$ cat src/sv/cedv_pkg.sv
// Shared types, constants and tables for the cell edge direction vote block.
package cedv_pkg;

  // Fixed limits of the design.
  localparam int MAX_LINE_WIDTH       = 2048;
  localparam int MAX_IMAGE_HEIGHT     = 2048;
  localparam int MAX_CELL             = 16;
  localparam int DEF_MAX_CELL_COLUMNS = 256;

  // Field and register widths.
  localparam int DIM_W      = 12;
  localparam int POS_W      = 11;
  localparam int OFS_W      = 4;
  localparam int CSZ_W      = 5;
  localparam int MINC_W     = 9;
  localparam int MAG_W      = 15;
  localparam int ANG_W      = 13;
  localparam int DIR_W      = 2;
  localparam int GLYPH_W    = 7;
  localparam int ROW_W      = 11;
  localparam int COL_W      = 8;
  localparam int CNT_W      = 9;
  localparam int CFG_IDX_W  = 3;
  localparam int CFG_DATA_W = 15;

  // Division by a cell size (1 to MAX_CELL) is a multiply by ceil(2^16 / size).
  // The quotient is exact for every dividend below 4096.
  localparam int RECIP_SHIFT = 16;
  localparam int RECIP_W     = 17;
  localparam logic [RECIP_W-1:0] RECIP [MAX_CELL+1] = '{
    17'd0,     17'd65536, 17'd32768, 17'd21846, 17'd16384, 17'd13108,
    17'd10923, 17'd9363,  17'd8192,  17'd7282,  17'd6554,  17'd5958,
    17'd5462,  17'd5042,  17'd4682,  17'd4370,  17'd4096
  };

  // Angles in 1/16 degree: half turn and the bin edges.
  localparam logic [ANG_W-1:0] FOLD_UNITS = 13'd2880;
  localparam logic [ANG_W-1:0] EDGE_A     = 13'd360;
  localparam logic [ANG_W-1:0] EDGE_B     = 13'd1080;
  localparam logic [ANG_W-1:0] EDGE_C     = 13'd1800;
  localparam logic [ANG_W-1:0] EDGE_D     = 13'd2520;

  typedef enum logic [DIR_W-1:0] {
    DIR_HORIZONTAL = 2'd0,
    DIR_RISING     = 2'd1,
    DIR_VERTICAL   = 2'd2,
    DIR_FALLING    = 2'd3
  } dir_e;

  localparam logic [GLYPH_W-1:0] GLYPH_BLANK = 7'd32;
  localparam logic [GLYPH_W-1:0] GLYPH_OF [4] = '{7'd45, 7'd47, 7'd124, 7'd92};

  typedef enum logic [CFG_IDX_W-1:0] {
    CFG_IMAGE_WIDTH   = 3'd0,
    CFG_IMAGE_HEIGHT  = 3'd1,
    CFG_CELL_WIDTH    = 3'd2,
    CFG_CELL_HEIGHT   = 3'd3,
    CFG_MIN_COUNT     = 3'd4,
    CFG_MAG_THRESHOLD = 3'd5
  } cfg_index_e;

  localparam int RST_IMAGE_WIDTH   = 640;
  localparam int RST_IMAGE_HEIGHT  = 480;
  localparam int RST_CELL_WIDTH    = 8;
  localparam int RST_CELL_HEIGHT   = 8;
  localparam int RST_MIN_COUNT     = 12;
  localparam int RST_MAG_THRESHOLD = 160;

  // Saturated sizes and the whole-cell limits derived from them.
  typedef struct packed {
    logic [DIM_W-1:0]  width;
    logic [DIM_W-1:0]  height;
    logic [CSZ_W-1:0]  cell_w;
    logic [CSZ_W-1:0]  cell_h;
    logic [MINC_W-1:0] min_count;
    logic [MAG_W-1:0]  mag_thr;
    logic [DIM_W-1:0]  ncols;
    logic [DIM_W-1:0]  lim_x;
    logic [DIM_W-1:0]  lim_y;
  } cfg_t;

  typedef struct packed {
    logic [POS_W-1:0] x;
    logic [POS_W-1:0] y;
    logic [OFS_W-1:0] ox;
    logic [OFS_W-1:0] oy;
  } pos_t;

  typedef struct packed {
    logic [3:0][CNT_W-1:0] count;
    logic [MAG_W-1:0]      peak;
  } acc_t;

  localparam int ACC_W = $bits(acc_t);

  typedef struct packed {
    logic [ROW_W-1:0] row;
    logic             row_end;
    acc_t             acc;
  } cell_t;

endpackage

$ cat src/sv/cedv_pos.sv
// Raster position, offset-in-cell and cell column counters.
module cedv_pos import cedv_pkg::*; #(
  parameter int MAX_CELL_COLUMNS = DEF_MAX_CELL_COLUMNS
) (
  input  logic                                   clk_i,
  input  logic                                   rst_ni,
  input  logic                                   accept_i,
  input  logic                                   frame_start_i,
  input  cfg_t                                   cfg_i,
  output pos_t                                   pos_o,
  output logic [$clog2(MAX_CELL_COLUMNS+1)-1:0] cc_o
);

  localparam int CCW = $clog2(MAX_CELL_COLUMNS + 1);

  pos_t             pos_q, pos_d, cur;
  logic [CCW-1:0]   cc_q, cc_d, cc_cur;
  logic [DIM_W-1:0] x_inc, y_inc;
  logic [CSZ_W-1:0] ox_inc, oy_inc;

  // A frame start puts the pixel itself at the origin.
  always_comb begin
    cur    = frame_start_i ? '0 : pos_q;
    cc_cur = frame_start_i ? '0 : cc_q;
  end

  always_comb begin
    x_inc  = DIM_W'(cur.x) + DIM_W'(1);
    y_inc  = DIM_W'(cur.y) + DIM_W'(1);
    ox_inc = CSZ_W'(cur.ox) + CSZ_W'(1);
    oy_inc = CSZ_W'(cur.oy) + CSZ_W'(1);
    pos_d  = cur;
    cc_d   = cc_cur;
    if (ox_inc >= cfg_i.cell_w) begin
      pos_d.ox = '0;
      if (cc_cur < CCW'(MAX_CELL_COLUMNS)) cc_d = cc_cur + CCW'(1);
    end else begin
      pos_d.ox = ox_inc[OFS_W-1:0];
    end
    if (x_inc >= cfg_i.width) begin
      pos_d.x  = '0;
      pos_d.ox = '0;
      cc_d     = '0;
      if (y_inc >= cfg_i.height) begin
        pos_d.y  = '0;
        pos_d.oy = '0;
      end else begin
        pos_d.y  = y_inc[POS_W-1:0];
        pos_d.oy = (oy_inc >= cfg_i.cell_h) ? '0 : oy_inc[OFS_W-1:0];
      end
    end else begin
      pos_d.x = x_inc[POS_W-1:0];
    end
  end

  always_ff @(posedge clk_i or negedge rst_ni) begin
    if (!rst_ni) begin
      pos_q <= '0;
      cc_q  <= '0;
    end else if (accept_i) begin
      pos_q <= pos_d;
      cc_q  <= cc_d;
    end
  end

  assign pos_o = cur;
  assign cc_o  = cc_cur;

endmodule

$ cat config.mk
export PLATFORM = sky130hd
export DESIGN_NAME = cedv_pos
export DESIGN_NICKNAME = d
export VERILOG_FILES = /design/src/sv/cedv_pkg.sv /design/src/sv/cedv_pos.sv
export SDC_FILE = /design/constraint.sdc
export NUM_CORES = 1
export LEC_CHECK = 0
export BUFFER_PORTS_ARGS = -buffer_cell sky130_fd_sc_hd__buf_2
export CAP_MARGIN = 15
export CORE_MARGIN = 2
export CORE_UTILIZATION = 45
export CTS_BUF_LIST = sky130_fd_sc_hd__clkbuf_4
export CTS_CLUSTER_DIAMETER = 100
export CTS_CLUSTER_SIZE = 30
export DETAILED_ROUTE_END_ITERATION = 10
export PLACE_DENSITY_LB_ADDON = 0.05
export SLEW_MARGIN = 20
export SYNTH_ARGS = -nofsm -noshare
export SYNTH_HDL_FRONTEND = slang
export SYNTH_SLANG_ARGS = --single-unit
export TNS_END_PERCENT = 20
$ cat constraint.sdc
create_clock -name clk_i -period 3.7 [get_ports clk_i]
set_clock_uncertainty 0.15 [all_clocks]
set_input_delay 0.555 -clock clk_i [delete_from_list [all_inputs] [get_ports clk_i]]
set_output_delay 0.555 -clock clk_i [all_outputs]
set_load 0.01 [all_outputs]
# == Yosys cells after proc, flatten, opt, wreduce, memory -nomap -nowiden ==
# Cells that the tools add are included.
# op_classes
n_lt_le_gt_ge,5
n_mux,11
n_addsub,5
# op_table
operator,n
$mux W9,4
$mux W30,1
$add A11 B1 Y12 const B,2
$ge A12 B12 Y1,2
$mux W11,2
$mux W19,1
$mux W4,3
$add A4 B1 Y5 const B,2
$ge A5 B5 Y1,2
$add A9 B1 Y9 const B,1
$lt A9 B9 Y1 const B,1
# word_totals
register_bits,39
input_bits,98
wordCells,26

# == Logic depth before layout (Yosys ltp) ==
# logic_depth
ltp_word,6
ltp_mapped,18

# == Least setup slack after synthesis ==
# No wires, ideal clock.
# synth_timing
kind,input to register
startpoint,input port frame_start_i
endpoint,register cc_q[5]
slack_ps,-733
path_stages,18
t_arrival_ps,4202
required_time_ps,3470
setup_time_ps,80
path_cell_list,clkbuf_1 clkbuf_1 clkbuf_1 clkbuf_1 nor2b_1 ha_1 and4_1 and3_1 nand3_1 xnor2_1 ha_1 a21oi_1 a21boi_0 a311oi_2 nand2b_2 buf_6 a2111o_1 o211ai_2
# synth_lines
element,line,rtl
from (decl),cedv_pos.sv:8,"input logic frame_start_i,"
to (signal assigned),cedv_pos.sv:59,cc_q <= '0;
to (signal assigned),cedv_pos.sv:62,cc_q <= cc_d;
to (decl),cedv_pos.sv:17,"logic [CCW-1:0] cc_q, cc_d, cc_cur;"

# == Final worst setup path ==
# layout_timing
startpoint,register pos_q[19] (netlist bit)
endpoint,register pos_q[14] (netlist bit)
# layout_between
elab_chain_cells,4
# layout_rtl
element,line,rtl
from (decl),cedv_pos.sv:16,"pos_t pos_q, pos_d, cur;"
from (signal assigned),cedv_pos.sv:61,pos_q <= pos_d;
$mux W30,cedv_pos.sv:23,cur = frame_start_i ? '0 : pos_q;
$add A11 B1 Y12,cedv_pos.sv:28,x_inc = DIM_W'(cur.x) + DIM_W'(1);
$ge A12 B12 Y1,cedv_pos.sv:40,if (x_inc >= cfg_i.width) begin
$mux W19,cedv_pos.sv:40,
# No other way between the ends.
# A chain may end at the register's enable or synchronous reset.

==> flow_summary.toml <==
[power_and_ir_drop]
netSwitchingPower_w = 0.000306
power_density_mw_per_mm2 = 246
seqPwrFrac = 0.445
power.static_leakage_nw = 2.27
power.internal_w = 0.000755
worst_ir_drop_vdd_mv = 0.122
share_comb_of_total_power = 0.207
switching_share = 0.288
clockPowerShare = 0.349

[synthesis]
synth_enable_flop_cells = 0
ys_seq_elements = 39
synth.cell_area_sq_mm = 0.00341
post_synth_fa_ha_maj_area_fraction = 0.143
largest_family_of_logic_cells_by_synthesized_area = "simple AND/OR/NAND/NOR gates"
postSynthNetCount = 551
seq_area_frac_synth = 0.286
area_fraction_in_compound_gates_after_synthesis = 0.196
synthFlopType = "sky130_fd_sc_hd__dfrtp_1"
synth_mux_area_frac = 0.00587
async_flop_share = 1.00
mean_area_per_synthesized_cell_sq_um = 8.24
synthesis_warnings = 0
synth-xor-area-share = 0.0488
post_synth_and_or_nand_nor_area_fraction = 0.248
yosysUniqueCellTypes = 51
syn-instance-count = 414

[worst_setup_path]
setup.worst_path.class = "register to register"
end_kind = "register"
cp-endpoint = "pos_q[14]$_DFFE_PN0P_"
worst_setup_path_start_kind = "register"
critical_path_required_ps = 3810
critical_path.startpoint = "pos_q[19]$_DFFE_PN0P_"
reg2reg_slack_ps = 220
r2r_end = "pos_q[14]$_DFFE_PN0P_"
r2r.worst_path.cells = 15
critical_path_arrival_ps = 3590
crit-reg2reg-launch = "pos_q[19]$_DFFE_PN0P_"
crit_path_max_fanout = 7

[grt]
grt_start_max_net_pins = 40
antenna_found_initial = 0
grt_overflow = 0
grt_pass1_wl_um = 14600
grt_usage = 0.214
first_global_vias = 3095

[sta]
period_needed_ps = 3480
max_slew.worst_pin.slew_ps = 923
achievable-frequency_mhz = 287
fin_crit_sh = 0.941
max-slew-margin-rel = 0.385
finalSetupViolations = 0
grt_setup_unrepaired = "no"
final_max_slew_viol_count = 0
finalHoldViolations = 0
finalHoldWorstSlack_ps = 156

[routing]
dr.pass1.iters = 4
number_of_drc_violations_after_detailed_routing = 0
antenna_violating_nets_post_route = 0
avgRoutedWirePerCell_um = 14.5
num_vias = 3302
drt_first_iter_violations = 82
drt-total-wl_um = 8920
route.detailed.vias_per_inst = 5.35

[cts]
clk_latency_ps = 360
number_of_cts_inserted_buffers = 5
cts_max_level = 2
cts_resized = 0
tritoncts_clock_tree = "built"
max-clock-path-buffers = 2
postCtsSetupRepairBufs = 0
cts.clk_slew.worst_paths_ps = 140
clkSinkCount = 39
root_buffer = "sky130_fd_sc_hd__clkbuf_4"
holdBufCountCts = 0

[flow_run]
cap_viol_max_count = 0

[floorplanning]
dieHeight_um = 91.1
die_w_um = 91.1
core_sq_mm = 0.00729
dieArea_sq_mm = 0.00830
ios = 137
initial_utilization = 0.468
std_cell_rows = 31

[status]
run_status = "completed"

[cells_and_area]
layout.cells.most_common_list = "76 x sky130_fd_sc_hd__buf_2, 44 x sky130_fd_sc_hd__inv_1, 39 x sky130_fd_sc_hd__dfrtp_1, 37 x sky130_fd_sc_hd__ha_1, 37 x sky130_fd_sc_hd__buf_4"
num_antenna_cells = 0
post-route-cell-area_sq_mm = 0.00431
area.growth.synth_to_final_pct = 26.4
number_of_nets_in_the_layout = 654
layout_cells_sized_above_1 = 0.266
layout_commonest_cell = "sky130_fd_sc_hd__buf_2"

[placed_design]
dpl-instance-area_sq_mm = 0.00420
detailed_place_hpwl_um = 6830
port_buffers = 76
gp_congestion = 0.821

[worst_hold_path]
holdCritPathClass = "input pin to asynchronous set/reset pin"
==> Yosys cell counts (3+ instances only) <==
cell,instances,area [sq um]
sky130_fd_sc_hd__nor4_1,5,31.3
sky130_fd_sc_hd__xnor2_1,7,61.3
sky130_fd_sc_hd__nand4_1,6,37.5
sky130_fd_sc_hd__a21oi_1,16,80.1
sky130_fd_sc_hd__nand3_1,16,80.1
sky130_fd_sc_hd__dfrtp_1,39,976
sky130_fd_sc_hd__a32oi_1,5,43.8
sky130_fd_sc_hd__xor2_1,12,105
sky130_fd_sc_hd__a31oi_1,5,31.3
sky130_fd_sc_hd__or3_1,3,18.8
sky130_fd_sc_hd__nor2b_1,37,231
sky130_fd_sc_hd__nand2b_1,5,31.3
sky130_fd_sc_hd__buf_1,3,11.3
sky130_fd_sc_hd__a22o_1,11,96.3
sky130_fd_sc_hd__and3_1,8,50.1
sky130_fd_sc_hd__o2bb2ai_1,9,78.8
sky130_fd_sc_hd__nand2_1,33,124
sky130_fd_sc_hd__and2_1,3,18.8
sky130_fd_sc_hd__o21ai_0,16,80.1
sky130_fd_sc_hd__and4_1,3,26.3
sky130_fd_sc_hd__a211o_1,3,26.3
sky130_fd_sc_hd__o31ai_1,4,30.0
sky130_fd_sc_hd__nor3_1,10,50.1
sky130_fd_sc_hd__nor2_1,25,93.8
sky130_fd_sc_hd__inv_1,44,165
sky130_fd_sc_hd__clkbuf_1,14,52.6
sky130_fd_sc_hd__a32o_1,3,30.0
sky130_fd_sc_hd__ha_1,39,488
==> logic make-up after synthesis <==
kind of cell	count (synthesis)
XOR/XNOR	19
AO/OA/AOI/OAI	91
adder cells (fa/ha/maj)	39
AND/OR/NAND/NOR	161
buffers and inverters	63
multiplexers	2
flip-flops	39
==> cell type report <==
class                           count  area [sq um]
Fill cell                         712          2980
Multi-Input combinational cell    312          2250
Sequential cell                    39           976
Timing Repair Buffer              115           698
Inverter                           44           165
Tap cell                           99           124
Clock inverter                      3          67.6
Clock buffer                        5          37.5
==> stage by stage <==
step | worst slack (ps) | util | std cells | setup TNS, ps | power (W)
4_1_cts | 181 | 0.591 | 617 | 0 | 0.00107
5_1_grt | 15.8 | 0.592 | 617 | 0 | 0.00112
2_1_floorplan | -39.6 | - | 414 | -529 | 0.000613
3_3_place_gp | -28.2 | 0.576 | 609 | -104 | 0.000690
6_report | 219 | 0.592 | 617 | 0 | 0.00106
3_5_place_dp | -61.1 | 0.576 | 609 | -475 | 0.000700
==> power by group through the flow <==
stage               clock (W)  combinational (W)  sequential [W]
detailed placement          0           0.000221        0.000479
CTS                  0.000377           0.000221        0.000471
floorplan                   0           0.000141        0.000472
global route         0.000391           0.000248        0.000476
global placement            0           0.000212        0.000478
finish               0.000370           0.000219        0.000472
==> worst max-delay path, cell delays in order (launching register included) <==
cell	delay, ps
sky130_fd_sc_hd__dfrtp_1	400
sky130_fd_sc_hd__nor2b_1	300
sky130_fd_sc_hd__ha_4	180
sky130_fd_sc_hd__and4_1	210
sky130_fd_sc_hd__and3_4	200
sky130_fd_sc_hd__buf_4	100
sky130_fd_sc_hd__xor2_1	240
sky130_fd_sc_hd__ha_1	280
sky130_fd_sc_hd__nand4_1	140
sky130_fd_sc_hd__nor3_1	90
sky130_fd_sc_hd__a311oi_2	290
sky130_fd_sc_hd__nand2b_2	200
sky130_fd_sc_hd__buf_4	200
sky130_fd_sc_hd__buf_12	120
sky130_fd_sc_hd__a32oi_1	160
sky130_fd_sc_hd__o21ai_0	100
==> worst min path at each step <==
stage / start / to / slack (ps) / cells past startpoint
global route: rst_ni / pos_q[13]$_DFFE_PN0P_ / 220 / 1
global placement: cc_q[8]$_DFFE_PN0P_ / cc_q[8]$_DFFE_PN0P_ / 320 / 1
floorplan: rst_ni / cc_q[0]$_DFFE_PN0P_ / 110 / 0
CTS: rst_ni / pos_q[15]$_DFFE_PN0P_ / 190 / 1
finish: rst_ni / pos_q[13]$_DFFE_PN0P_ / 160 / 1
detailed placement: cc_q[8]$_DFFE_PN0P_ / cc_q[8]$_DFFE_PN0P_ / 320 / 1
==> state kept, by name, indices dropped and copies added, names as in the netlist <==
name   count
pos_q     30
cc_q       9
==> per-layer routing <==
| layer | up-vias | GRT usage | wire [um] |
|---|---|---|---|
| met5 | - | 0 | 0 |
| li1 | 1672 | - | - |
| met3 | 6 | 0.0349 | 377 |
| met4 | 0 | 0.0379 | 61 |
| met1 | 1557 | 0.286 | 4250 |
| met2 | 67 | 0.368 | 4240 |
(Power assumes the default switching activity.)
