--- config.mk ---
export PLATFORM = sky130hd
export DESIGN_NAME = cedv_result
export DESIGN_NICKNAME = d
export VERILOG_FILES = /design/src/sv/cedv_pkg.sv /design/src/sv/cedv_result.sv
export SDC_FILE = /design/constraint.sdc
export NUM_CORES = 1
export LEC_CHECK = 0
export BUFFER_PORTS_ARGS = -buffer_cell sky130_fd_sc_hd__buf_4
export CAP_MARGIN = 40
export CORE_UTILIZATION = 46
export DETAILED_ROUTE_END_ITERATION = 10
export PLACE_DENSITY = 0.9
export SETUP_SLACK_MARGIN = 0.02
export SLEW_MARGIN = 25
export SYNTH_ARGS = -nofsm -noshare
export SYNTH_HDL_FRONTEND = slang
export SYNTH_SLANG_ARGS = --single-unit
--- constraint.sdc ---
create_clock -name clk_i -period 3.6 [get_ports clk_i]
set_clock_uncertainty 0.2 [all_clocks]
set_input_delay 0.18 -clock clk_i [delete_from_list [all_inputs] [get_ports clk_i]]
set_output_delay 0.18 -clock clk_i [all_outputs]
set_load 0.05 [all_outputs]
--- src/sv/cedv_pkg.sv ---
// Shared types, constants and tables for the cell edge direction vote block.
package cedv_pkg;

  // Fixed limits of the design.
  localparam int MAX_LINE_WIDTH       = 2048;
  localparam int MAX_IMAGE_HEIGHT     = 2048;
  localparam int MAX_CELL             = 16;
  localparam int DEF_MAX_CELL_COLUMNS = 256;

  // Field and register widths.
  localparam int DIM_W      = 12;
  localparam int POS_W      = 11;
  localparam int OFS_W      = 4;
  localparam int CSZ_W      = 5;
  localparam int MINC_W     = 9;
  localparam int MAG_W      = 15;
  localparam int ANG_W      = 13;
  localparam int DIR_W      = 2;
  localparam int GLYPH_W    = 7;
  localparam int ROW_W      = 11;
  localparam int COL_W      = 8;
  localparam int CNT_W      = 9;
  localparam int CFG_IDX_W  = 3;
  localparam int CFG_DATA_W = 15;

  // Division by a cell size (1 to MAX_CELL) is a multiply by ceil(2^16 / size).
  // The quotient is exact for every dividend below 4096.
  localparam int RECIP_SHIFT = 16;
  localparam int RECIP_W     = 17;
  localparam logic [RECIP_W-1:0] RECIP [MAX_CELL+1] = '{
    17'd0,     17'd65536, 17'd32768, 17'd21846, 17'd16384, 17'd13108,
    17'd10923, 17'd9363,  17'd8192,  17'd7282,  17'd6554,  17'd5958,
    17'd5462,  17'd5042,  17'd4682,  17'd4370,  17'd4096
  };

  // Angles in 1/16 degree: half turn and the bin edges.
  localparam logic [ANG_W-1:0] FOLD_UNITS = 13'd2880;
  localparam logic [ANG_W-1:0] EDGE_A     = 13'd360;
  localparam logic [ANG_W-1:0] EDGE_B     = 13'd1080;
  localparam logic [ANG_W-1:0] EDGE_C     = 13'd1800;
  localparam logic [ANG_W-1:0] EDGE_D     = 13'd2520;

  typedef enum logic [DIR_W-1:0] {
    DIR_HORIZONTAL = 2'd0,
    DIR_RISING     = 2'd1,
    DIR_VERTICAL   = 2'd2,
    DIR_FALLING    = 2'd3
  } dir_e;

  localparam logic [GLYPH_W-1:0] GLYPH_BLANK = 7'd32;
  localparam logic [GLYPH_W-1:0] GLYPH_OF [4] = '{7'd45, 7'd47, 7'd124, 7'd92};

  typedef enum logic [CFG_IDX_W-1:0] {
    CFG_IMAGE_WIDTH   = 3'd0,
    CFG_IMAGE_HEIGHT  = 3'd1,
    CFG_CELL_WIDTH    = 3'd2,
    CFG_CELL_HEIGHT   = 3'd3,
    CFG_MIN_COUNT     = 3'd4,
    CFG_MAG_THRESHOLD = 3'd5
  } cfg_index_e;

  localparam int RST_IMAGE_WIDTH   = 640;
  localparam int RST_IMAGE_HEIGHT  = 480;
  localparam int RST_CELL_WIDTH    = 8;
  localparam int RST_CELL_HEIGHT   = 8;
  localparam int RST_MIN_COUNT     = 12;
  localparam int RST_MAG_THRESHOLD = 160;

  // Saturated sizes and the whole-cell limits derived from them.
  typedef struct packed {
    logic [DIM_W-1:0]  width;
    logic [DIM_W-1:0]  height;
    logic [CSZ_W-1:0]  cell_w;
    logic [CSZ_W-1:0]  cell_h;
    logic [MINC_W-1:0] min_count;
    logic [MAG_W-1:0]  mag_thr;
    logic [DIM_W-1:0]  ncols;
    logic [DIM_W-1:0]  lim_x;
    logic [DIM_W-1:0]  lim_y;
  } cfg_t;

  typedef struct packed {
    logic [POS_W-1:0] x;
    logic [POS_W-1:0] y;
    logic [OFS_W-1:0] ox;
    logic [OFS_W-1:0] oy;
  } pos_t;

  typedef struct packed {
    logic [3:0][CNT_W-1:0] count;
    logic [MAG_W-1:0]      peak;
  } acc_t;

  localparam int ACC_W = $bits(acc_t);

  typedef struct packed {
    logic [ROW_W-1:0] row;
    logic             row_end;
    acc_t             acc;
  } cell_t;

endpackage

--- src/sv/cedv_result.sv ---
// Winner selection, weak-vote and glyph decisions, and the output register.
module cedv_result import cedv_pkg::*; #(
  parameter int MAX_CELL_COLUMNS = DEF_MAX_CELL_COLUMNS
) (
  input  logic                                   clk_i,
  input  logic                                   rst_ni,
  input  logic                                   out_stall_i,
  input  logic                                   res_valid_i,
  input  logic [$clog2(MAX_CELL_COLUMNS+1)-1:0] res_cc_i,
  input  cell_t                                  res_i,
  input  cfg_t                                   cfg_i,
  output logic                                   en_o,
  output logic                                   out_valid_o,
  output logic [COL_W-1:0]                       cell_column_o,
  output logic [ROW_W-1:0]                       cell_row_o,
  output logic [MAG_W-1:0]                       cell_peak_o,
  output logic [DIR_W-1:0]                       direction_o,
  output logic [GLYPH_W-1:0]                     glyph_o,
  output logic                                   row_end_o
);

  localparam int CCW = $clog2(MAX_CELL_COLUMNS + 1);

  dir_e                 win;
  logic [MAG_W-1:0]     peak;
  logic [GLYPH_W-1:0]   glyph;
  logic [CCW+COL_W-1:0] col_ext;

  logic                 out_valid_q;
  logic [COL_W-1:0]     column_q;
  logic [ROW_W-1:0]     row_q;
  logic [MAG_W-1:0]     peak_q;
  dir_e                 dir_q;
  logic [GLYPH_W-1:0]   glyph_q;
  logic                 row_end_q;

  // Ties keep the lower direction index.
  always_comb begin
    win = DIR_HORIZONTAL;
    if (res_i.acc.count[DIR_RISING] > res_i.acc.count[win]) win = DIR_RISING;
    if (res_i.acc.count[DIR_VERTICAL] > res_i.acc.count[win]) win = DIR_VERTICAL;
    if (res_i.acc.count[DIR_FALLING] > res_i.acc.count[win]) win = DIR_FALLING;
    peak    = (MINC_W'(res_i.acc.count[win]) < cfg_i.min_count) ? '0 : res_i.acc.peak;
    glyph   = (peak > cfg_i.mag_thr) ? GLYPH_OF[win] : GLYPH_BLANK;
    col_ext = {COL_W'(0), res_cc_i};
  end

  // The pipeline moves whenever the output register is free or being taken.
  assign en_o = !out_valid_q || !out_stall_i;

  always_ff @(posedge clk_i or negedge rst_ni) begin
    if (!rst_ni) begin
      out_valid_q <= 1'b0;
    end else if (en_o) begin
      out_valid_q <= res_valid_i;
    end
  end

  always_ff @(posedge clk_i) begin
    if (en_o && res_valid_i) begin
      column_q  <= col_ext[COL_W-1:0];
      row_q     <= res_i.row;
      peak_q    <= peak;
      dir_q     <= win;
      glyph_q   <= glyph;
      row_end_q <= res_i.row_end;
    end
  end

  assign out_valid_o   = out_valid_q;
  assign cell_column_o = column_q;
  assign cell_row_o    = row_q;
  assign cell_peak_o   = peak_q;
  assign direction_o   = dir_q;
  assign glyph_o       = glyph_q;
  assign row_end_o     = row_end_q;

endmodule

==> flow_metrics.py, run 1 <==
metrics = {
    "floorplanning": {
        "fp.dieW_um": 86.93,
        "die_height_um": 86.93,
        "start_util": 0.4831,
        "ios": 216,
        "rows": 30,
    },
    "global_routing": {
        "grt_overflow_total": 10,
        "grt.total_usage": 0.6802,
        "grt_start_max_net_pins": 34,
    },
    "outcome": {
        "firstError": "[ERROR GRT-0232] Routing congestion too high. Check the congestion heatmap in the GUI.",
        "haltStage": "global routing",
        "result_of_the_run": "did not finish",
    },
    "yosys": {
        "ys_seq_area_frac": 0.3876,
        "netlist-cell-type-count": 49,
        "share_of_flip_flops_with_an_asynchronous_set_or_reset": 0.02326,
        "synthFlopType": "sky130_fd_sc_hd__edfxtp_1",
        "synth_edf_count": 42,
        "yosys_warnings": 0,
        "synth.net_count": 547,
        "mappedNetlistArea_mm2": 0.003318,
        "synth.avg_cell_area_um2": 10.15,
        "syn-instance-count": 327,
        "ys_seq_elements": 43,
    },
    "clock_tree": {
        "cts_root_buffer": "sky130_fd_sc_hd__clkbuf_8",
        "h-tree-depth": 2,
        "cts_buffer_depth": 2,
        "clock_sinks": 43,
        "clock_buffers_created_by_tritoncts": 5,
    },
    "timing": {
        "timing.worst_endpoint.kind": "register data pin",
        "globalroute.repair_timing.worst_endpoint": "glyph_o[5]$_SDFFCE_PP1P_/D",
    },
    "place": {
        "place_hpwl_um": 9199,
        "final_weighted_congestion_in_routability_driven_placement": 0.9365,
        "io_buffers": 144,
        "post-place-ws_ns": -4.360,
    },
}
[metrics by stage]
stage	instance area (um^2)	cells	hold slack (ns)
after floorplan	3645	327	-0.3156
after global placement	5283	625	-0.2448
after detailed placement	5303	626	-0.2415
after CTS	6087	681	0.004306
[Yosys cell counts, types with 2 or more instances]
cell type	instances	area (um^2)
sky130_fd_sc_hd__a2111oi_4	2	55.05
sky130_fd_sc_hd__a21o_1	6	45.04
sky130_fd_sc_hd__a21oi_1	21	105.1
sky130_fd_sc_hd__a21oi_2	9	78.83
sky130_fd_sc_hd__a31oi_1	8	50.05
sky130_fd_sc_hd__and2_1	9	56.30
sky130_fd_sc_hd__and4_1	3	26.28
sky130_fd_sc_hd__buf_2	3	15.01
sky130_fd_sc_hd__buf_4	2	15.01
sky130_fd_sc_hd__clkbuf_1	2	7.510
sky130_fd_sc_hd__edfxtp_1	42	1261
sky130_fd_sc_hd__ha_1	50	625.6
sky130_fd_sc_hd__inv_1	44	165.2
sky130_fd_sc_hd__mux2_2	7	78.83
sky130_fd_sc_hd__mux2i_1	2	20.02
sky130_fd_sc_hd__nand2_1	29	108.9
sky130_fd_sc_hd__nand3_1	12	60.06
sky130_fd_sc_hd__nand4_1	7	43.79
sky130_fd_sc_hd__nor2_1	9	33.78
sky130_fd_sc_hd__nor2b_1	4	25.02
sky130_fd_sc_hd__nor3_1	11	55.05
sky130_fd_sc_hd__o21ai_0	12	60.06
sky130_fd_sc_hd__o21ai_1	4	20.02
sky130_fd_sc_hd__o21bai_1	2	15.01
sky130_fd_sc_hd__or2_2	3	18.77
[per-layer routing]
layer	GRT usage	overflow
met1	0.6665	0
met2	0.8769	3
met3	0.4967	1
met4	0.7364	6
met5	0.01399	0
[cells by family after synthesis]
group,Yosys count,synth area share
AND/OR/NAND/NOR,91,0.1376
AO/OA/AOI/OAI,79,0.1791
buffers and inverters,55,0.07730
adder cells (fa/ha/maj),50,0.1885
flip-flops,43,0.3876
multiplexers,9,0.02979
[timing repair]
| item | in CTS |
|---|---|
| cloned | 3 |
| hold buffers | 23 |
| hold endpoints to repair | 22 |
| endpoints found under the setup margin | 22 |
| buffers inserted | 23 |
| gates resized for setup | 60 |
| pin swaps | 37 |
==> run 2, diff against run 1 <==
CORE_UTILIZATION = 35   (was 46)
PLACE_DENSITY = not set   (was 0.9)
PLACE_DENSITY_LB_ADDON = 0.15   (was not set)
SETUP_SLACK_MARGIN = not set   (was 0.02)
==> run 2 against run 1 <==
Against the previous run: the flow now finishes, with violations (setup timing); synthesized cell count stayed put; synthesized area is the same.
==> flow_metrics.py, run 2 <==
metrics = {
    "floorplanning": {
        "die_area_mm2": 0.009873,
        "rows": 35,
        "start_util": 0.3608,
        "fp.dieW_um": 99.37,
        "ios": 216,
        "fp.coreArea_mm2": 0.009196,
        "die_height_um": 99.37,
    },
    "global_routing": {
        "grt_start_max_net_pins": 24,
        "grt.total_usage": 0.2080,
        "grt_overflow_total": 0,
        "grt_pass1_vias": 3539,
        "grt_pass1_wl_um": 16280,
        "antenna_found_initial": 0,
    },
    "yosys": {
        "share_of_the_synthesized_area_in_the_top_cell_type": 0.3801,
        "synth_edf_count": 42,
        "netlist-cell-type-count": 49,
        "synth.avg_cell_area_um2": 10.15,
        "synth_top_area_cell": "sky130_fd_sc_hd__edfxtp_1",
        "yosys_warnings": 0,
        "ranking_of_synthesized_cells_by_area": "sky130_fd_sc_hd__edfxtp_1 38%, sky130_fd_sc_hd__ha_1 19%, sky130_fd_sc_hd__inv_1 5.0%",
        "share_of_flip_flops_with_an_asynchronous_set_or_reset": 0.02326,
        "synth_commonest_cells": "50 x sky130_fd_sc_hd__ha_1, 44 x sky130_fd_sc_hd__inv_1, 42 x sky130_fd_sc_hd__edfxtp_1",
        "ys_seq_area_frac": 0.3876,
        "synth.net_count": 547,
        "yosys.cell_count.top_type": "sky130_fd_sc_hd__ha_1",
        "synthFlopType": "sky130_fd_sc_hd__edfxtp_1",
        "mappedNetlistArea_mm2": 0.003318,
        "syn-instance-count": 327,
        "ys_seq_elements": 43,
    },
    "clock_tree": {
        "clk-insertion-delay-late_ns": 0.29,
        "tritoncts": "built",
        "clock_buffers_created_by_tritoncts": 5,
        "clk_pin_slew_ns": 0.08,
        "cts_root_buffer": "sky130_fd_sc_hd__clkbuf_8",
        "h-tree-depth": 2,
        "cts_buffer_depth": 2,
        "clock_sinks": 43,
    },
    "drt": {
        "post-route-drc-count": 0,
        "postRouteAntennaNets": 0,
        "post_detailed_route_wirelength_per_cell_um": 15.13,
        "vias_per_cell": 4.914,
        "dr_total_vias": 3612,
        "drt_pre_antenna_iters": 4,
        "wl_um": 11120,
        "detail_route.iter0.violations": 82,
    },
    "setup_path": {
        "timing.critical_path.slowest_cell_delay_ns": 0.38,
        "cp.buffers_inverters": 9,
        "crit_path_max_fanout": 6,
        "worst-endpoint-required_ns": 3.45,
        "worstSetupStartpointType": "input port",
        "critical_path.top_delay_family": "compound AO/OA/AOI/OAI gates",
        "cpMaxStageDelayCell": "sky130_fd_sc_hd__a2111oi_4",
        "worst_setup_end_kind": "flip-flop",
        "timing_worst_setup_path_type": "input port to flip-flop",
        "r2r_slack_ns": 1.78,
        "worstPathArrival_ns": 7.26,
    },
    "timing": {
        "clock.fmax_ghz": 0.1351,
        "final_critical_path_setup_slack_ns": -3.802,
        "relSlewSlack": 0.5930,
        "finalWorstPathRequiredPeriod_ns": 7.402,
        "worst_slew_pin_slew_ns": 0.6105,
        "final_max_slew_viol_count": 0,
        "final_setup_tns_ns": -58.87,
        "rsz0062_at_grt": "true",
        "finalHoldViolCount": 0,
        "setup_viol": 22,
        "ratio_of_final_minimum_period_to_clock_period": 2.056,
    },
    "outcome": {
        "result_of_the_run": "finished, violations left",
        "violated_checks": "setup timing",
    },
    "final_layout": {
        "syn_to_final_growth_pct": 101.6,
        "finalNonFillerCells": 735,
        "layout.cell_area.non_filler_mm2": 0.006690,
        "diodes": 0,
        "layout_common_cells": "251 x sky130_fd_sc_hd__buf_4, 42 x sky130_fd_sc_hd__edfxtp_1, 34 x sky130_fd_sc_hd__inv_1, 25 x sky130_fd_sc_hd__nand2_1, 25 x sky130_fd_sc_hd__ha_4",
        "number_of_nets_in_the_final_layout": 843,
        "mostFrequentLayoutCell": "sky130_fd_sc_hd__buf_4",
        "post_route_cells_drive_above_1_share": 0.6474,
        "number_of_flip_flops_under_the_largest_register_name": 15,
    },
    "place": {
        "dp.cells": 660,
        "io_buffers": 144,
        "final_weighted_congestion_in_routability_driven_placement": 0.8361,
        "place_hpwl_um": 7893,
        "place_area_mm2": 0.005497,
    },
    "run": {
        "maxCapViolCount": 0,
    },
    "power_and_ir_drop": {
        "vdd_ir_drop_max_mv": 0.2617,
        "cellLeakagePower_nw": 3.054,
        "power_per_cell_area_mw_per_mm2": 504.7,
    },
    "worst_hold_path": {
        "worstHoldPathType": "input port to flip-flop",
    },
}
run 2: cell counts after synthesis:
No cell type changed its count.
run 2: path summary, 6_finish.rpt:
| kind | start | end | cells past startpoint |
|---|---|---|---|
| hold / removal | res_i[10] | cell_peak_o[10] | 3 |
| setup / recovery | res_i[27] | glyph_o[5] | 41 |
| hold reg to reg | out_valid_o | cell_column_o[6] | 2 |
| min in group asynchronous | rst_ni | out_valid_o | 3 |
| setup reg to reg | out_valid_o | cell_row_o[9] | 3 |
| max in group asynchronous | rst_ni | out_valid_o | 3 |
run 2: kinds of logic (layout without fill, tap and decap cells):
logic type / after synthesis / after routing / synth area share
DFF: 43 / 43 / 0.3876
and+or+nand+nor: 91 / 93 / 0.1376
buffers and inverters: 55 / 349 / 0.07730
muxes: 9 / 9 / 0.02979
adders and majority gates: 50 / 50 / 0.1885
AOI/OAI and AO/OA: 79 / 80 / 0.1791
run 2: power breakdown:
| group | internal (mW) | switching (mW) |
|---|---|---|
| logic | 1.25 | 1.17 |
| registers | 0.641 | 0.0182 |
| clock network | 0.136 | 0.167 |
run 2: what timing repair did:
action,in CTS,in global routing
pin swaps,39,29
cloned,2,1
endpoints found under the setup margin,22,22
hold buffers,24,0
hold endpoints to repair,22,0
buffers inserted,25,17
resized for setup,65,41
run 2: worst min-delay path, stage by stage:
cell and delay (ns):
sky130_fd_sc_hd__buf_4 0.08, sky130_fd_sc_hd__nand2_1 0.05, sky130_fd_sc_hd__a21oi_2 0.12
run 2: final cells by class:
class | count | area [um^2]
multi-input cells | 232 | 2545
clock buffers | 6 | 72.57
fillers | 649 | 2506
well taps | 111 | 138.9
inverters | 44 | 180.2
flip-flops and latches | 43 | 1286
repair buffers | 297 | 2455
clock inverters | 2 | 12.51
run 2: per-layer routing:
layer,wire [um],track usage,vias up
li1,-,-,1782
met1,4385,0.2441,1696
met2,6042,0.3969,116
met3,478,0.02249,18
met4,212,0.05995,0
met5,0,0,-
run 2: per-stage QoR:
step / utilization / total power [mW] / hold slack [ns] / worst slack (ns)
3_5_place_dp: 0.5977 / 2.576 / -0.2444 / -4.159
3_3_place_gp: 0.5947 / 2.537 / -0.2445 / -4.003
4_1_cts: 0.6882 / 3.163 / 0.05117 / -3.645
6_report: 0.7275 / 3.377 / 0.06219 / -3.802
5_1_grt: 0.7275 / 3.577 / 0.06660 / -4.160
2_1_floorplan: - / 1.838 / -0.3156 / -3.637
No activity file was read; power rests on OpenSTA's default activity.
