### src/sv/cedv_pkg.sv
// Shared types, constants and tables for the cell edge direction vote block.
package cedv_pkg;

  // Fixed limits of the design.
  localparam int MAX_LINE_WIDTH       = 2048;
  localparam int MAX_IMAGE_HEIGHT     = 2048;
  localparam int MAX_CELL             = 16;
  localparam int DEF_MAX_CELL_COLUMNS = 256;

  // Field and register widths.
  localparam int DIM_W      = 12;
  localparam int POS_W      = 11;
  localparam int OFS_W      = 4;
  localparam int CSZ_W      = 5;
  localparam int MINC_W     = 9;
  localparam int MAG_W      = 15;
  localparam int ANG_W      = 13;
  localparam int DIR_W      = 2;
  localparam int GLYPH_W    = 7;
  localparam int ROW_W      = 11;
  localparam int COL_W      = 8;
  localparam int CNT_W      = 9;
  localparam int CFG_IDX_W  = 3;
  localparam int CFG_DATA_W = 15;

  // Division by a cell size (1 to MAX_CELL) is a multiply by ceil(2^16 / size).
  // The quotient is exact for every dividend below 4096.
  localparam int RECIP_SHIFT = 16;
  localparam int RECIP_W     = 17;
  localparam logic [RECIP_W-1:0] RECIP [MAX_CELL+1] = '{
    17'd0,     17'd65536, 17'd32768, 17'd21846, 17'd16384, 17'd13108,
    17'd10923, 17'd9363,  17'd8192,  17'd7282,  17'd6554,  17'd5958,
    17'd5462,  17'd5042,  17'd4682,  17'd4370,  17'd4096
  };

  // Angles in 1/16 degree: half turn and the bin edges.
  localparam logic [ANG_W-1:0] FOLD_UNITS = 13'd2880;
  localparam logic [ANG_W-1:0] EDGE_A     = 13'd360;
  localparam logic [ANG_W-1:0] EDGE_B     = 13'd1080;
  localparam logic [ANG_W-1:0] EDGE_C     = 13'd1800;
  localparam logic [ANG_W-1:0] EDGE_D     = 13'd2520;

  typedef enum logic [DIR_W-1:0] {
    DIR_HORIZONTAL = 2'd0,
    DIR_RISING     = 2'd1,
    DIR_VERTICAL   = 2'd2,
    DIR_FALLING    = 2'd3
  } dir_e;

  localparam logic [GLYPH_W-1:0] GLYPH_BLANK = 7'd32;
  localparam logic [GLYPH_W-1:0] GLYPH_OF [4] = '{7'd45, 7'd47, 7'd124, 7'd92};

  typedef enum logic [CFG_IDX_W-1:0] {
    CFG_IMAGE_WIDTH   = 3'd0,
    CFG_IMAGE_HEIGHT  = 3'd1,
    CFG_CELL_WIDTH    = 3'd2,
    CFG_CELL_HEIGHT   = 3'd3,
    CFG_MIN_COUNT     = 3'd4,
    CFG_MAG_THRESHOLD = 3'd5
  } cfg_index_e;

  localparam int RST_IMAGE_WIDTH   = 640;
  localparam int RST_IMAGE_HEIGHT  = 480;
  localparam int RST_CELL_WIDTH    = 8;
  localparam int RST_CELL_HEIGHT   = 8;
  localparam int RST_MIN_COUNT     = 12;
  localparam int RST_MAG_THRESHOLD = 160;

  // Saturated sizes and the whole-cell limits derived from them.
  typedef struct packed {
    logic [DIM_W-1:0]  width;
    logic [DIM_W-1:0]  height;
    logic [CSZ_W-1:0]  cell_w;
    logic [CSZ_W-1:0]  cell_h;
    logic [MINC_W-1:0] min_count;
    logic [MAG_W-1:0]  mag_thr;
    logic [DIM_W-1:0]  ncols;
    logic [DIM_W-1:0]  lim_x;
    logic [DIM_W-1:0]  lim_y;
  } cfg_t;

  typedef struct packed {
    logic [POS_W-1:0] x;
    logic [POS_W-1:0] y;
    logic [OFS_W-1:0] ox;
    logic [OFS_W-1:0] oy;
  } pos_t;

  typedef struct packed {
    logic [3:0][CNT_W-1:0] count;
    logic [MAG_W-1:0]      peak;
  } acc_t;

  localparam int ACC_W = $bits(acc_t);

  typedef struct packed {
    logic [ROW_W-1:0] row;
    logic             row_end;
    acc_t             acc;
  } cell_t;

endpackage

### src/sv/cedv_cfg_regs.sv
// Configuration registers, size saturation and the derived whole-cell limits.
module cedv_cfg_regs import cedv_pkg::*; #(
  parameter int MAX_CELL_COLUMNS = DEF_MAX_CELL_COLUMNS
) (
  input  logic                  clk_i,
  input  logic                  rst_ni,
  input  logic                  cfg_valid_i,
  input  logic [CFG_IDX_W-1:0]  cfg_index_i,
  input  logic [CFG_DATA_W-1:0] cfg_data_i,
  output cfg_t                  cfg_o
);

  localparam int PROD_W = DIM_W + RECIP_W;
  localparam int RST_NCOLS_FULL = RST_IMAGE_WIDTH / RST_CELL_WIDTH;
  localparam int RST_NCOLS = (RST_NCOLS_FULL > MAX_CELL_COLUMNS) ? MAX_CELL_COLUMNS
                                                                 : RST_NCOLS_FULL;
  localparam int RST_LIM_X = RST_NCOLS * RST_CELL_WIDTH;
  localparam int RST_LIM_Y = (RST_IMAGE_HEIGHT / RST_CELL_HEIGHT) * RST_CELL_HEIGHT;
  localparam logic [PROD_W-1:0] RST_QW = PROD_W'(RST_IMAGE_WIDTH * RECIP[RST_CELL_WIDTH]);
  localparam logic [PROD_W-1:0] RST_QH = PROD_W'(RST_IMAGE_HEIGHT * RECIP[RST_CELL_HEIGHT]);

  logic [DIM_W-1:0]  image_width_q, image_height_q;
  logic [CSZ_W-1:0]  cell_width_q, cell_height_q;
  logic [MINC_W-1:0] min_count_q;
  logic [MAG_W-1:0]  mag_threshold_q;

  logic [DIM_W-1:0]  w_c, h_c;
  logic [CSZ_W-1:0]  cw_c, ch_c;

  logic [PROD_W-1:0] qw_d, qw_q, qh_d, qh_q;
  logic [DIM_W-1:0]  ncols_full, nrows;
  logic [DIM_W-1:0]  ncols_d, ncols_q;
  logic [DIM_W+CSZ_W-1:0] lim_x_prod, lim_y_prod;
  logic [DIM_W-1:0]  lim_x_d, lim_x_q, lim_y_d, lim_y_q;

  always_ff @(posedge clk_i or negedge rst_ni) begin
    if (!rst_ni) begin
      image_width_q   <= DIM_W'(RST_IMAGE_WIDTH);
      image_height_q  <= DIM_W'(RST_IMAGE_HEIGHT);
      cell_width_q    <= CSZ_W'(RST_CELL_WIDTH);
      cell_height_q   <= CSZ_W'(RST_CELL_HEIGHT);
      min_count_q     <= MINC_W'(RST_MIN_COUNT);
      mag_threshold_q <= MAG_W'(RST_MAG_THRESHOLD);
    end else if (cfg_valid_i) begin
      case (cfg_index_e'(cfg_index_i))
        CFG_IMAGE_WIDTH:   image_width_q   <= cfg_data_i[DIM_W-1:0];
        CFG_IMAGE_HEIGHT:  image_height_q  <= cfg_data_i[DIM_W-1:0];
        CFG_CELL_WIDTH:    cell_width_q    <= cfg_data_i[CSZ_W-1:0];
        CFG_CELL_HEIGHT:   cell_height_q   <= cfg_data_i[CSZ_W-1:0];
        CFG_MIN_COUNT:     min_count_q     <= cfg_data_i[MINC_W-1:0];
        CFG_MAG_THRESHOLD: mag_threshold_q <= cfg_data_i[MAG_W-1:0];
        default: ;
      endcase
    end
  end

  always_comb begin
    w_c = image_width_q;
    if (image_width_q == '0) w_c = DIM_W'(1);
    else if (image_width_q > DIM_W'(MAX_LINE_WIDTH)) w_c = DIM_W'(MAX_LINE_WIDTH);
    h_c = image_height_q;
    if (image_height_q == '0) h_c = DIM_W'(1);
    else if (image_height_q > DIM_W'(MAX_IMAGE_HEIGHT)) h_c = DIM_W'(MAX_IMAGE_HEIGHT);
    cw_c = cell_width_q;
    if (cell_width_q == '0) cw_c = CSZ_W'(1);
    else if (cell_width_q > CSZ_W'(MAX_CELL)) cw_c = CSZ_W'(MAX_CELL);
    ch_c = cell_height_q;
    if (cell_height_q == '0) ch_c = CSZ_W'(1);
    else if (cell_height_q > CSZ_W'(MAX_CELL)) ch_c = CSZ_W'(MAX_CELL);
  end

  // First step: image size times the reciprocal of the cell size.
  assign qw_d = PROD_W'(w_c) * PROD_W'(RECIP[cw_c]);
  assign qh_d = PROD_W'(h_c) * PROD_W'(RECIP[ch_c]);

  // Second step: cell counts back to pixel limits of the whole cells.
  always_comb begin
    ncols_full = qw_q[RECIP_SHIFT +: DIM_W];
    nrows      = qh_q[RECIP_SHIFT +: DIM_W];
    ncols_d    = (ncols_full > DIM_W'(MAX_CELL_COLUMNS)) ? DIM_W'(MAX_CELL_COLUMNS)
                                                         : ncols_full;
    lim_x_prod = (DIM_W+CSZ_W)'(ncols_d) * (DIM_W+CSZ_W)'(cw_c);
    lim_y_prod = (DIM_W+CSZ_W)'(nrows) * (DIM_W+CSZ_W)'(ch_c);
    lim_x_d    = lim_x_prod[DIM_W-1:0];
    lim_y_d    = lim_y_prod[DIM_W-1:0];
  end

  always_ff @(posedge clk_i or negedge rst_ni) begin
    if (!rst_ni) begin
      qw_q    <= RST_QW;
      qh_q    <= RST_QH;
      ncols_q <= DIM_W'(RST_NCOLS);
      lim_x_q <= DIM_W'(RST_LIM_X);
      lim_y_q <= DIM_W'(RST_LIM_Y);
    end else begin
      qw_q    <= qw_d;
      qh_q    <= qh_d;
      ncols_q <= ncols_d;
      lim_x_q <= lim_x_d;
      lim_y_q <= lim_y_d;
    end
  end

  always_comb begin
    cfg_o.width     = w_c;
    cfg_o.height    = h_c;
    cfg_o.cell_w    = cw_c;
    cfg_o.cell_h    = ch_c;
    cfg_o.min_count = min_count_q;
    cfg_o.mag_thr   = mag_threshold_q;
    cfg_o.ncols     = ncols_q;
    cfg_o.lim_x     = lim_x_q;
    cfg_o.lim_y     = lim_y_q;
  end

endmodule

### config.mk
export PLATFORM = sky130hd
export DESIGN_NAME = cedv_cfg_regs
export DESIGN_NICKNAME = d
export VERILOG_FILES = /design/src/sv/cedv_pkg.sv /design/src/sv/cedv_cfg_regs.sv
export SDC_FILE = /design/constraint.sdc
export NUM_CORES = 1
export LEC_CHECK = 0
export BUFFER_PORTS_ARGS = -buffer_cell sky130_fd_sc_hd__buf_2
export CAP_MARGIN = 20
export CORE_MARGIN = 1.5
export CORE_UTILIZATION = 40
export CTS_CLUSTER_DIAMETER = 30
export DETAILED_ROUTE_END_ITERATION = 16
export PLACE_DENSITY = 0.55
export REMOVE_ABC_BUFFERS = 1
export SETUP_SLACK_MARGIN = 0.15
export SYNTH_ARGS = -nofsm -noshare
export SYNTH_HDL_FRONTEND = slang
export SYNTH_SLANG_ARGS = --single-unit
### constraint.sdc
create_clock -name clk_i -period 8.2 [get_ports clk_i]
set_input_delay 1.64 -clock clk_i [delete_from_list [all_inputs] [get_ports clk_i]]
set_output_delay 1.64 -clock clk_i [all_outputs]
set_load 0.01 [all_outputs]
==> Yosys cells after proc, flatten, opt, wreduce, memory -nomap -nowiden <==
Memories as Yosys holds them, arrays and structs flattened.
Index checks and enable logic that the tools add are counted.
{ "classes": {"mul": 4, "order_cmp": 7, "n_eq_ne": 5, "mux": 13, "bitwise_logic": 2, "reduce_logical": 11} }
{ "op_table": {"columns": ["operator", "count"], "rows": [
  ["17-bit two-way mux", 4],
  ["12-bit two-way mux", 5],
  ["12-bit by 17-bit multiplier with 28-bit output", 2],
  ["12-bit greater-than comparator, second input constant", 2],
  ["12-bit logical NOT", 2],
  ["12-bit by 5-bit multiplier with 12-bit output", 2],
  ["5-bit two-way mux", 4],
  ["6-bit greater-or-equal comparator, second input constant", 2],
  ["12-bit by 9-bit greater-than comparator with 1-bit output, second input constant", 1],
  ["5-bit inverter with 6-bit output", 2],
  ["2-bit AND reduction", 6],
  ["5-bit greater-than comparator, second input constant", 2],
  ["5-bit logical NOT", 2],
  ["3-bit by 2-bit == test with 1-bit output, second input constant", 2],
  ["3-bit == test, second input constant", 2],
  ["3-bit by 1-bit == test with 1-bit output, second input constant", 1],
  ["3-bit logical NOT", 1]
]} }
{ "totals": {"ff_bits": 150, "romBits": 1088, "input_bits": 21, "output_inout_bits": 94, "wordCells": 55, "memories": 2} }
{ "mem_list": {"columns": ["memory", "depth", "width", "read_ports", "rd_clocked_by_memory_dff", "wr", "line_no", "rtl"], "rows": [
  ["(name not given)", 32, 17, 1, 0, 0, "cedv_cfg_regs.sv:74", "assign qh_d = PROD_W'(h_c) * PROD_W'(RECIP[ch_c]);"],
  ["(name not given)", 32, 17, 1, 0, 0, "cedv_cfg_regs.sv:73", "assign qw_d = PROD_W'(w_c) * PROD_W'(RECIP[cw_c]);"]
]} }

==> Depth between registers and ports, before layout <==
Gate-level depths: netlist (run 1).
{ "logic_depth": {"ltp_word": 8, "mapped_depth": 31, "ltp_nobuf": 28} }

==> Worst setup path before layout (run 1) <==
Ideal clock, no wire load.
{ "synth_timing": {"path_kind": "reg-to-reg", "from": "reg cell_width_q[2]", "to": "reg qw_q[27]", "setup_time_ns": 0.080, "arrival_time_ns": 7.060, "t_required_ns": 8.120, "slack_ns": 1.060, "path_stages_with_launch": 30, "n_path_buf": 3, "synth_period_minus_slack_ns": 7.140, "path_cell_list": "dfrtp_1 > buf_2 > buf_2 > nor2_1 > a21oi_1 > nor2_1 > clkinv_1 > ha_1 > nor2_1 > a21oi_1 > a211oi_1 > clkbuf_1 > nand2_1 > fa_1 > inv_1 > fa_1 > fa_1 > fa_1 > inv_1 > fa_1 > inv_1 > ha_1 > a21oi_1 > o221ai_1 > a21oi_1 > o211ai_2 > a211o_1 > a31o_2 > a21oi_2 > xnor2_1"} }
{ "synth_lines": {"columns": ["item", "line_no", "rtl"], "rows": [
  ["start: declaration", "cedv_cfg_regs.sv:23", "logic [CSZ_W-1:0] cell_width_q, cell_height_q;"],
  ["start signal: assignment", "cedv_cfg_regs.sv:40", "cell_width_q <= CSZ_W'(RST_CELL_WIDTH);"],
  ["start signal: assignment", "cedv_cfg_regs.sv:48", "CFG_CELL_WIDTH: cell_width_q <= cfg_data_i[CSZ_W-1:0];"],
  ["end signal: assignment", "cedv_cfg_regs.sv:96", "qw_q <= qw_d;"],
  ["end: declaration", "cedv_cfg_regs.sv:30", "logic [PROD_W-1:0] qw_d, qw_q, qh_d, qh_q;"]
]} }

==> Worst setup path in the final report (run 1) <==
{ "layout_timing": {"from": "reg cell_height_q[3]", "to": "reg qh_q[27]"} }
{ "layout_via": {"elab_chain_len": 8, "elab_cells_between_ends": 9, "cone_classes": "mul: 1; order compare: 1; mux: 4; bitwise: 1; reduce/logical: 1; memory: 1"} }
{ "layout_rtl": {"columns": ["item", "line_no", "rtl"], "rows": [
  ["start: declaration", "cedv_cfg_regs.sv:23", null],
  ["start signal: assignment", "cedv_cfg_regs.sv:41", "cell_height_q <= CSZ_W'(RST_CELL_HEIGHT);"],
  ["start signal: assignment", "cedv_cfg_regs.sv:49", "CFG_CELL_HEIGHT: cell_height_q <= cfg_data_i[CSZ_W-1:0];"],
  ["5-bit greater-than comparator", "cedv_cfg_regs.sv:69", "else if (cell_height_q > CSZ_W'(MAX_CELL)) ch_c = CSZ_W'(MAX_CELL);"],
  ["5-bit two-way mux", "cedv_cfg_regs.sv:69", null],
  ["5-bit two-way mux *", "cedv_cfg_regs.sv:68", "if (cell_height_q == '0) ch_c = CSZ_W'(1);"],
  ["5-bit inverter with 6-bit output (implied by the code) *", "cedv_cfg_regs.sv:74", null],
  ["memory read 32 x 17 bit *", null, null],
  ["17-bit two-way mux (implied by the code) * (2 in a row)", "cedv_cfg_regs.sv:74", null],
  ["12-bit by 17-bit multiplier with 28-bit output *", "cedv_cfg_regs.sv:74", null],
  ["via qh_d[27]", "cedv_cfg_regs.sv:30", null],
  ["end signal: assignment", "cedv_cfg_regs.sv:97", "qh_q <= qh_d;"],
  ["end: declaration", "cedv_cfg_regs.sv:30", null]
]} }
The timed path passes the listed nets; every way through them passes the cells marked *. The select of a mux whose other input is x is not followed.
A chain may end at the register's enable or synchronous reset.

==> results of run 1 <==
through the flow:
step / total power, W / util, %
2_1_floorplan: 0.003501 / -
3_3_place_gp: 0.004654 / 43.99
6_report: 0.005398 / 45.15
3_5_place_dp: 0.004714 / 43.99
5_1_grt: 0.006027 / 45.15
4_1_cts: 0.005460 / 45.13
area by class of cell:
| type | count | share of cell area (%) |
|---|---|---|
| inverters | 456 | 8.091 |
| repair buffers | 174 | 4.874 |
| well taps | 607 | 3.590 |
| multi-input cells | 1446 | 66.81 |
| clock inverters | 15 | 0.5146 |
| clock buffers | 17 | 2.011 |
| flip-flops and latches | 118 | 14.11 |
logic make-up after synthesis:
group	Yosys count
adder cells (fa/ha/maj)	500
AND/OR/NAND/NOR	682
multiplexers	59
AO/OA/AOI/OAI	144
XOR/XNOR	55
buffers and inverters	547
other	1
flip-flops	118
worst reg2reg max path, delay by kind of cell (launching register included):
kind / cells / cell delay, ns
simple gates: 9 / 2.15
flops: 1 / 0.50
fa+ha+maj: 7 / 3.18
xor+xnor: 1 / 0.13
compound gates: 5 / 1.05
buf+inv: 4 / 0.34
state kept, by name, indices dropped and copies added, names as in the netlist, 12 cells and up:
name	flops
mag_threshold_q	15
ncols_q	12
image_height_q	12
qh_q	12
lim_x_q	12
qw_q	12
lim_y_q	12
image_width_q	12
path summary, 6_finish.rpt:
check | startpoint | to | slack [ns] | cells after the start
worst max-delay path | cell_height_q[3]$_DFFE_PN1P_ | qh_q[27]$_DFF_PN0_ | 0.73 | 26
worst min-delay path | mag_threshold_q[8]$_DFFE_PN0P_ | mag_threshold_q[8]$_DFFE_PN0P_ | 0.50 | 1
worst max register to register | cell_height_q[3]$_DFFE_PN1P_ | qh_q[27]$_DFF_PN0_ | 0.73 | 26
worst min register to register | mag_threshold_q[8]$_DFFE_PN0P_ | mag_threshold_q[8]$_DFFE_PN0P_ | 0.50 | 1
max in group asynchronous | rst_ni | qw_q[18]$_DFF_PN0_ | 5.82 | 2
min in group asynchronous | rst_ni | image_height_q[2]$_DFFE_PN0P_ | 1.19 | 1
cells in the mapped netlist, types with 3 or more instances:
| cell | number |
|---|---|
| fa_1 | 342 |
| nor2b_1 | 20 |
| nand3_1 | 5 |
| dfstp_2 | 26 |
| nand3b_1 | 3 |
| and2_1 | 94 |
| inv_1 | 453 |
| nand4_1 | 6 |
| o21a_1 | 4 |
| o21bai_1 | 10 |
| nor3_1 | 24 |
| mux2_2 | 57 |
| nand2b_1 | 21 |
| and3_1 | 10 |
| dfrtp_1 | 92 |
| or2_2 | 3 |
| o21ai_0 | 16 |
| nand2_1 | 363 |
| nand4b_1 | 3 |
| a22oi_1 | 5 |
| clkbuf_1 | 83 |
| a211oi_1 | 14 |
| nor4_1 | 18 |
| a21o_1 | 14 |
| a31oi_1 | 3 |
| a21oi_1 | 52 |
| xor2_1 | 18 |
| o21ai_1 | 5 |
| nor2_1 | 94 |
| ha_1 | 158 |
| xnor2_1 | 37 |
| buf_1 | 4 |
| buf_2 | 3 |
routing by layer:
metal	track usage (%)	share of wire, %	vias to the layer above
li1	-	-	6551
met1	28.39	42	7395
met2	39.55	50	383
met3	3.711	5.2	77
met4	7.070	2.6	0
met5	0	0	-
report_power, final:
group          switching (W)  internal [W]
Clock               0.000307      0.000384
Combinational        0.00232       0.00145
Sequential          0.000127      0.000811
==> results.toml, run 1 <==
[finish]
mostFrequentLayoutCell = "inv_1"
register_cell_area_after_layout_um2 = 2985
syn2layout_area_growth_pct = 10.47
multi_input_combinational_cell_area_um2 = 14130
finish.instance_area_um2 = 21150
final_net_count = 2734
finish.cell_count_without_fillers = 2833
post_route_cells_drive_above_1_share_pct = 13.93
antenna_cells_inserted = 0
fillerInstances = 4673
layout.cells.most_common_list = "inv_1, nand2_1, fa_1"

[yosys]
post-synth-top-area-cell = "fa_1"
synthesis.area_um2 = 19150
postSynth.topFlopCell = "dfrtp_1"
synth.mux.area_fraction_pct = 3.456
synth_top_family_by_area = "adder cells"
synth.top_cell.area_share_pct = 35.75
number_of_enable_flip_flop_cells_after_synthesis = 0
postSynthRegisterBits = 118
synth-compound-area-share_pct = 4.966
synth_area_per_cell_um2 = 9.093
yosys.area_share.adder_pct = 46.08
post_synth_xor_area_fraction_pct = 2.516
ys_seq_area_share_pct = 15.59
yosysWarningCount = 0
async_flop_share_pct = 100.0
synth_simple_gate_area_share_pct = 16.60
netlist_instances = 2106
yosys-top-cells-area = "fa_1, dfrtp_1, ha_1"
synth.lib_cells_used.distinct = 70

[clock_tree]
clock_insertion_delay_worst_skew_ns = 0.47
cts_root_buffer = "clkbuf_16"
htree_levels = 4
tritoncts_num_sinks = 118
post-cts-setup-buffers = 0
clock_tree_buffer_depth = 2
cts.hold.buffers_added = 0
cts_tree = "done"
cts.reportedPaths.clkPinSlew_ns = 0.06
cts_resized = 0
cts_inserted_buffers = 17

[place]
place_ws_ns = 0.8099
dp_hpwl_um = 40890
place.gp.congestion = 0.8784
place_area_um2 = 20610
io_buffer_count = 114
post-place-cells = 2800

[setup_path]
crit_family = "adder cells"
setup.worst_path.start_class = "register"
cp_data_arrival_time_ns = 7.81
end_kind = "register"
critPathKind = "register to register"
cpPeakStageDelay_ns = 0.61
cell_at_the_slowest_stage_of_the_critical_path = "nor2_1"
timing.critical_path.mode_cell = "fa_1"
worst-path-buf-inv = 4
path_max_fanout = 27
required_time_of_the_worst_setup_path_ns = 8.54

[floorplan]
die_height_um = 221.8
initial_utilization_pct = 40.87
die-area_um2 = 49200
die_x_um = 221.8
num_io_pins = 115
core_area_um2 = 46850
placement_rows = 79

[drt]
detail_route.drc_violations = 0
finalWirelength_um = 51700
vias = 14410
routed_vias_inst = 5.085
detail_route.first_pass.iterations = 6
antenna_violating_nets_post_route = 0
routed_wire_length_per_instance_um = 18.25
drtIter0Drc = 830

[job]
max-cap-violations = 0

[grt]
first_global_vias = 15820
number_of_antenna_violations_at_the_first_check_in_global_routing = 0
wire_length_of_the_first_global_routing_pass_um = 85750
gr-total-overflow = 0
globalRouteTotalUtil_pct = 22.56
grt_max_degree = 61

[timing]
worst_slew_pin_slew_ns = 1.052
post-route-period-util_pct = 91.09
report.final.setup_viol = 0
slew_violations = 0
clock_period_minus_final_worst_setup_slack_ns = 7.469
final_sum_of_negative_setup_slack_ns = 0
unrepaired_setup_endpoints_after_global_routing = "no"
final.setup.worst_slack_ns = 0.7306
clock_skew_ns = 0.01387
max_slew_headroom_pct = 29.84
fmaxAchievable_ghz = 0.1339
final_hold_viols = 0
fin_hold_ws_ns = 0.5003

[power_and_ir_drop]
cellPowerDensity_nw_per_um2 = 255.2
max-vdd-ir-drop_mv = 0.1385
power_leakage_nw = 11.03

[run_status]
status = "finished, final reports clean"

[min_path]
min-delay-path-class = "register to register"
No activity file was read; power rests on OpenSTA's default activity.
==> run 2: changes to the inputs <==
- GPL_TIMING_DRIVEN: not set -> 0
==> run 2 against run 1 <==
Sequential share of layout area fell by 0.11 points. Die area stayed put. Total power rose by 1.1%. Cell count shrank 0.81%. Global-route usage decreased by 1.3 points. Via count decreased by 0.71%. Largest power group unchanged. Highest routed layer unchanged.
==> results.toml, run 2 (same netlist as run 1, synthesis figures left out) <==
[finish]
final_net_count = 2711
mostFrequentLayoutCell = "inv_1"
multi_input_combinational_cell_area_um2 = 14340
register_cell_area_after_layout_um2 = 2993
largest_reg_flops = 15
syn2layout_area_growth_pct = 11.61
finish.cell_count_without_fillers = 2810
largest-register = "mag_threshold_q"
layout.cells.most_common_list = "inv_1, nand2_1, fa_1"
post_route_cells_drive_above_1_share_pct = 14.98
antenna_cells_inserted = 0
final_util_pct = 45.62
fillerInstances = 4632

[place]
dp_hpwl_um = 39200
io_buffer_count = 114
post-place-cells = 2768
place.gp.congestion = 0.8593

[drt]
routed_wire_length_per_instance_um = 17.55
vias = 14300
detail_route.drc_violations = 0
drtIter0Drc = 901
antenna_violating_nets_post_route = 0
finalWirelength_um = 49320
routed_vias_inst = 5.090
detail_route.first_pass.iterations = 7

[setup_path]
timing.critical_path.mode_cell = "fa_1"
cp_data_arrival_time_ns = 8.15
critPathKind = "register to register"
cell_at_the_slowest_stage_of_the_critical_path = "dfstp_4"
setup.worst_path.start_class = "register"
worst-path-buf-inv = 4
path_max_fanout = 25
end_kind = "register"
crit_family = "adder cells"
cpPeakStageDelay_ns = 0.78
timing.critical_path.cells = "nor2_1, a21oi_1, nor2_2, clkinv_2, ha_1, and2_0, nor2_1, nor2_1, nand2_1, fa_1, fa_1, inv_1, fa_1, fa_1, inv_1, fa_1, inv_1, ha_1, a21oi_1, o211ai_2, a211o_1, a31o_2, a21oi_2, xnor2_1"
required_time_of_the_worst_setup_path_ns = 8.59

[run_status]
status = "finished, final reports clean"

[grt]
gr-total-overflow = 0
first_global_vias = 15550
number_of_antenna_violations_at_the_first_check_in_global_routing = 0
grt_max_degree = 63
globalRouteTotalUtil_pct = 21.31
wire_length_of_the_first_global_routing_pass_um = 81650

[power_and_ir_drop]
power.share.sequential_pct = 18.0
max-vdd-ir-drop_mv = 0.1220
comb_power_share_pct = 68.0
internal-power_w = 0.002695
power_leakage_nw = 11.01
cellPowerDensity_nw_per_um2 = 255.3
power_frac_clock_pct = 14.0
power.share.switching_pct = 50.60
power_switching_w = 0.002761

[timing]
unrepaired_setup_endpoints_after_global_routing = "no"
fin_hold_ws_ns = 0.5073
report.final.setup_viol = 0
clock_period_minus_final_worst_setup_slack_ns = 7.760
worst_slew_pin_slew_ns = 1.013
max_slew_headroom_pct = 32.17
post-route-period-util_pct = 94.63
fmaxAchievable_ghz = 0.1289
clock_skew_ns = 0.01836
final_hold_viols = 0
slew_violations = 0

[clock_tree]
cts.hold.buffers_added = 0
clock_tree_buffer_depth = 2
tritoncts_num_sinks = 118
cts_inserted_buffers = 17
cts_root_buffer = "clkbuf_16"
cts.reportedPaths.clkPinSlew_ns = 0.07
htree_levels = 4
clock_insertion_delay_worst_skew_ns = 0.48
cts_tree = "done"

[floorplan]
die-area_um2 = 49200
core_area_um2 = 46850
die_x_um = 221.8
num_io_pins = 115
placement_rows = 79
initial_utilization_pct = 40.87
die_height_um = 221.8

[job]
max-cap-violations = 0

[min_path]
min-delay-path-class = "register to register"
## run 2: power by group through the flow
| stage | combinational, W | clock [W] | sequential, W |
|---|---|---|---|
| 5_1_grt | 0.00422 | 0.000806 | 0.00101 |
| 3_5_place_dp | 0.00366 | 0 | 0.000994 |
| 4_1_cts | 0.00371 | 0.000785 | 0.000989 |
| 3_3_place_gp | 0.00348 | 0 | 0.00100 |
| 2_1_floorplan | 0.00251 | 0 | 0.000991 |
| 6_report | 0.00371 | 0.000761 | 0.000982 |
## run 2: layout make-up
type | instances | share of cell area [%]
multi-input combinational | 1446 | 67.09
sequential | 118 | 14.00
inverter | 456 | 8.020
timing repair buffer | 151 | 4.654
tap | 607 | 3.553
clock buffer | 17 | 1.990
clock inverter | 15 | 0.6849
## run 2: per-layer routing
| metal | vias to the layer above | wire length (um) | global-route usage, % |
|---|---|---|---|
| met5 | - | 0 | 0 |
| met4 | 0 | 1122 | 6.319 |
| met3 | 75 | 2521 | 3.154 |
| met2 | 372 | 24140 | 36.58 |
| met1 | 7347 | 21530 | 27.84 |
| li1 | 6510 | - | - |
## run 2: per-stage QoR
step	worst slack, ns	total power [W]	setup TNS (ns)	area, um2
2_1_floorplan	0.7060	0.003501	0	18820
3_3_place_gp	-1.581	0.004479	-27.50	20150
3_5_place_dp	-0.6444	0.004651	-5.342	20570
4_1_cts	0.1600	0.005482	0	21230
5_1_grt	0.1618	0.006040	0	21370
6_report	0.4399	0.005457	0	21370
## run 2: repair_timing
action	in CTS	in global routing
pin swaps	2	2
endpoints found under the setup margin	21	18
hold endpoints to repair	0	0
resized for setup	16	17
setup buffers	4	3
## run 2: final timing paths
kind                                                 from  slack [ns]  cells after the start                        endpoint
hold reg to reg            mag_threshold_q[4]$_DFFE_PN0P_        0.51                      1  mag_threshold_q[4]$_DFFE_PN0P_
setup / recovery              cell_width_q[3]$_DFFE_PN1P_        0.44                     24              qw_q[27]$_DFF_PN0_
setup reg to reg              cell_width_q[3]$_DFFE_PN1P_        0.44                     24              qw_q[27]$_DFF_PN0_
max in group asynchronous                          rst_ni        6.31                      2      min_count_q[3]$_DFFE_PN1P_
hold / removal             mag_threshold_q[4]$_DFFE_PN0P_        0.51                      1  mag_threshold_q[4]$_DFFE_PN0P_
min in group asynchronous                          rst_ni        1.11                      1              qh_q[17]$_DFF_PN0_
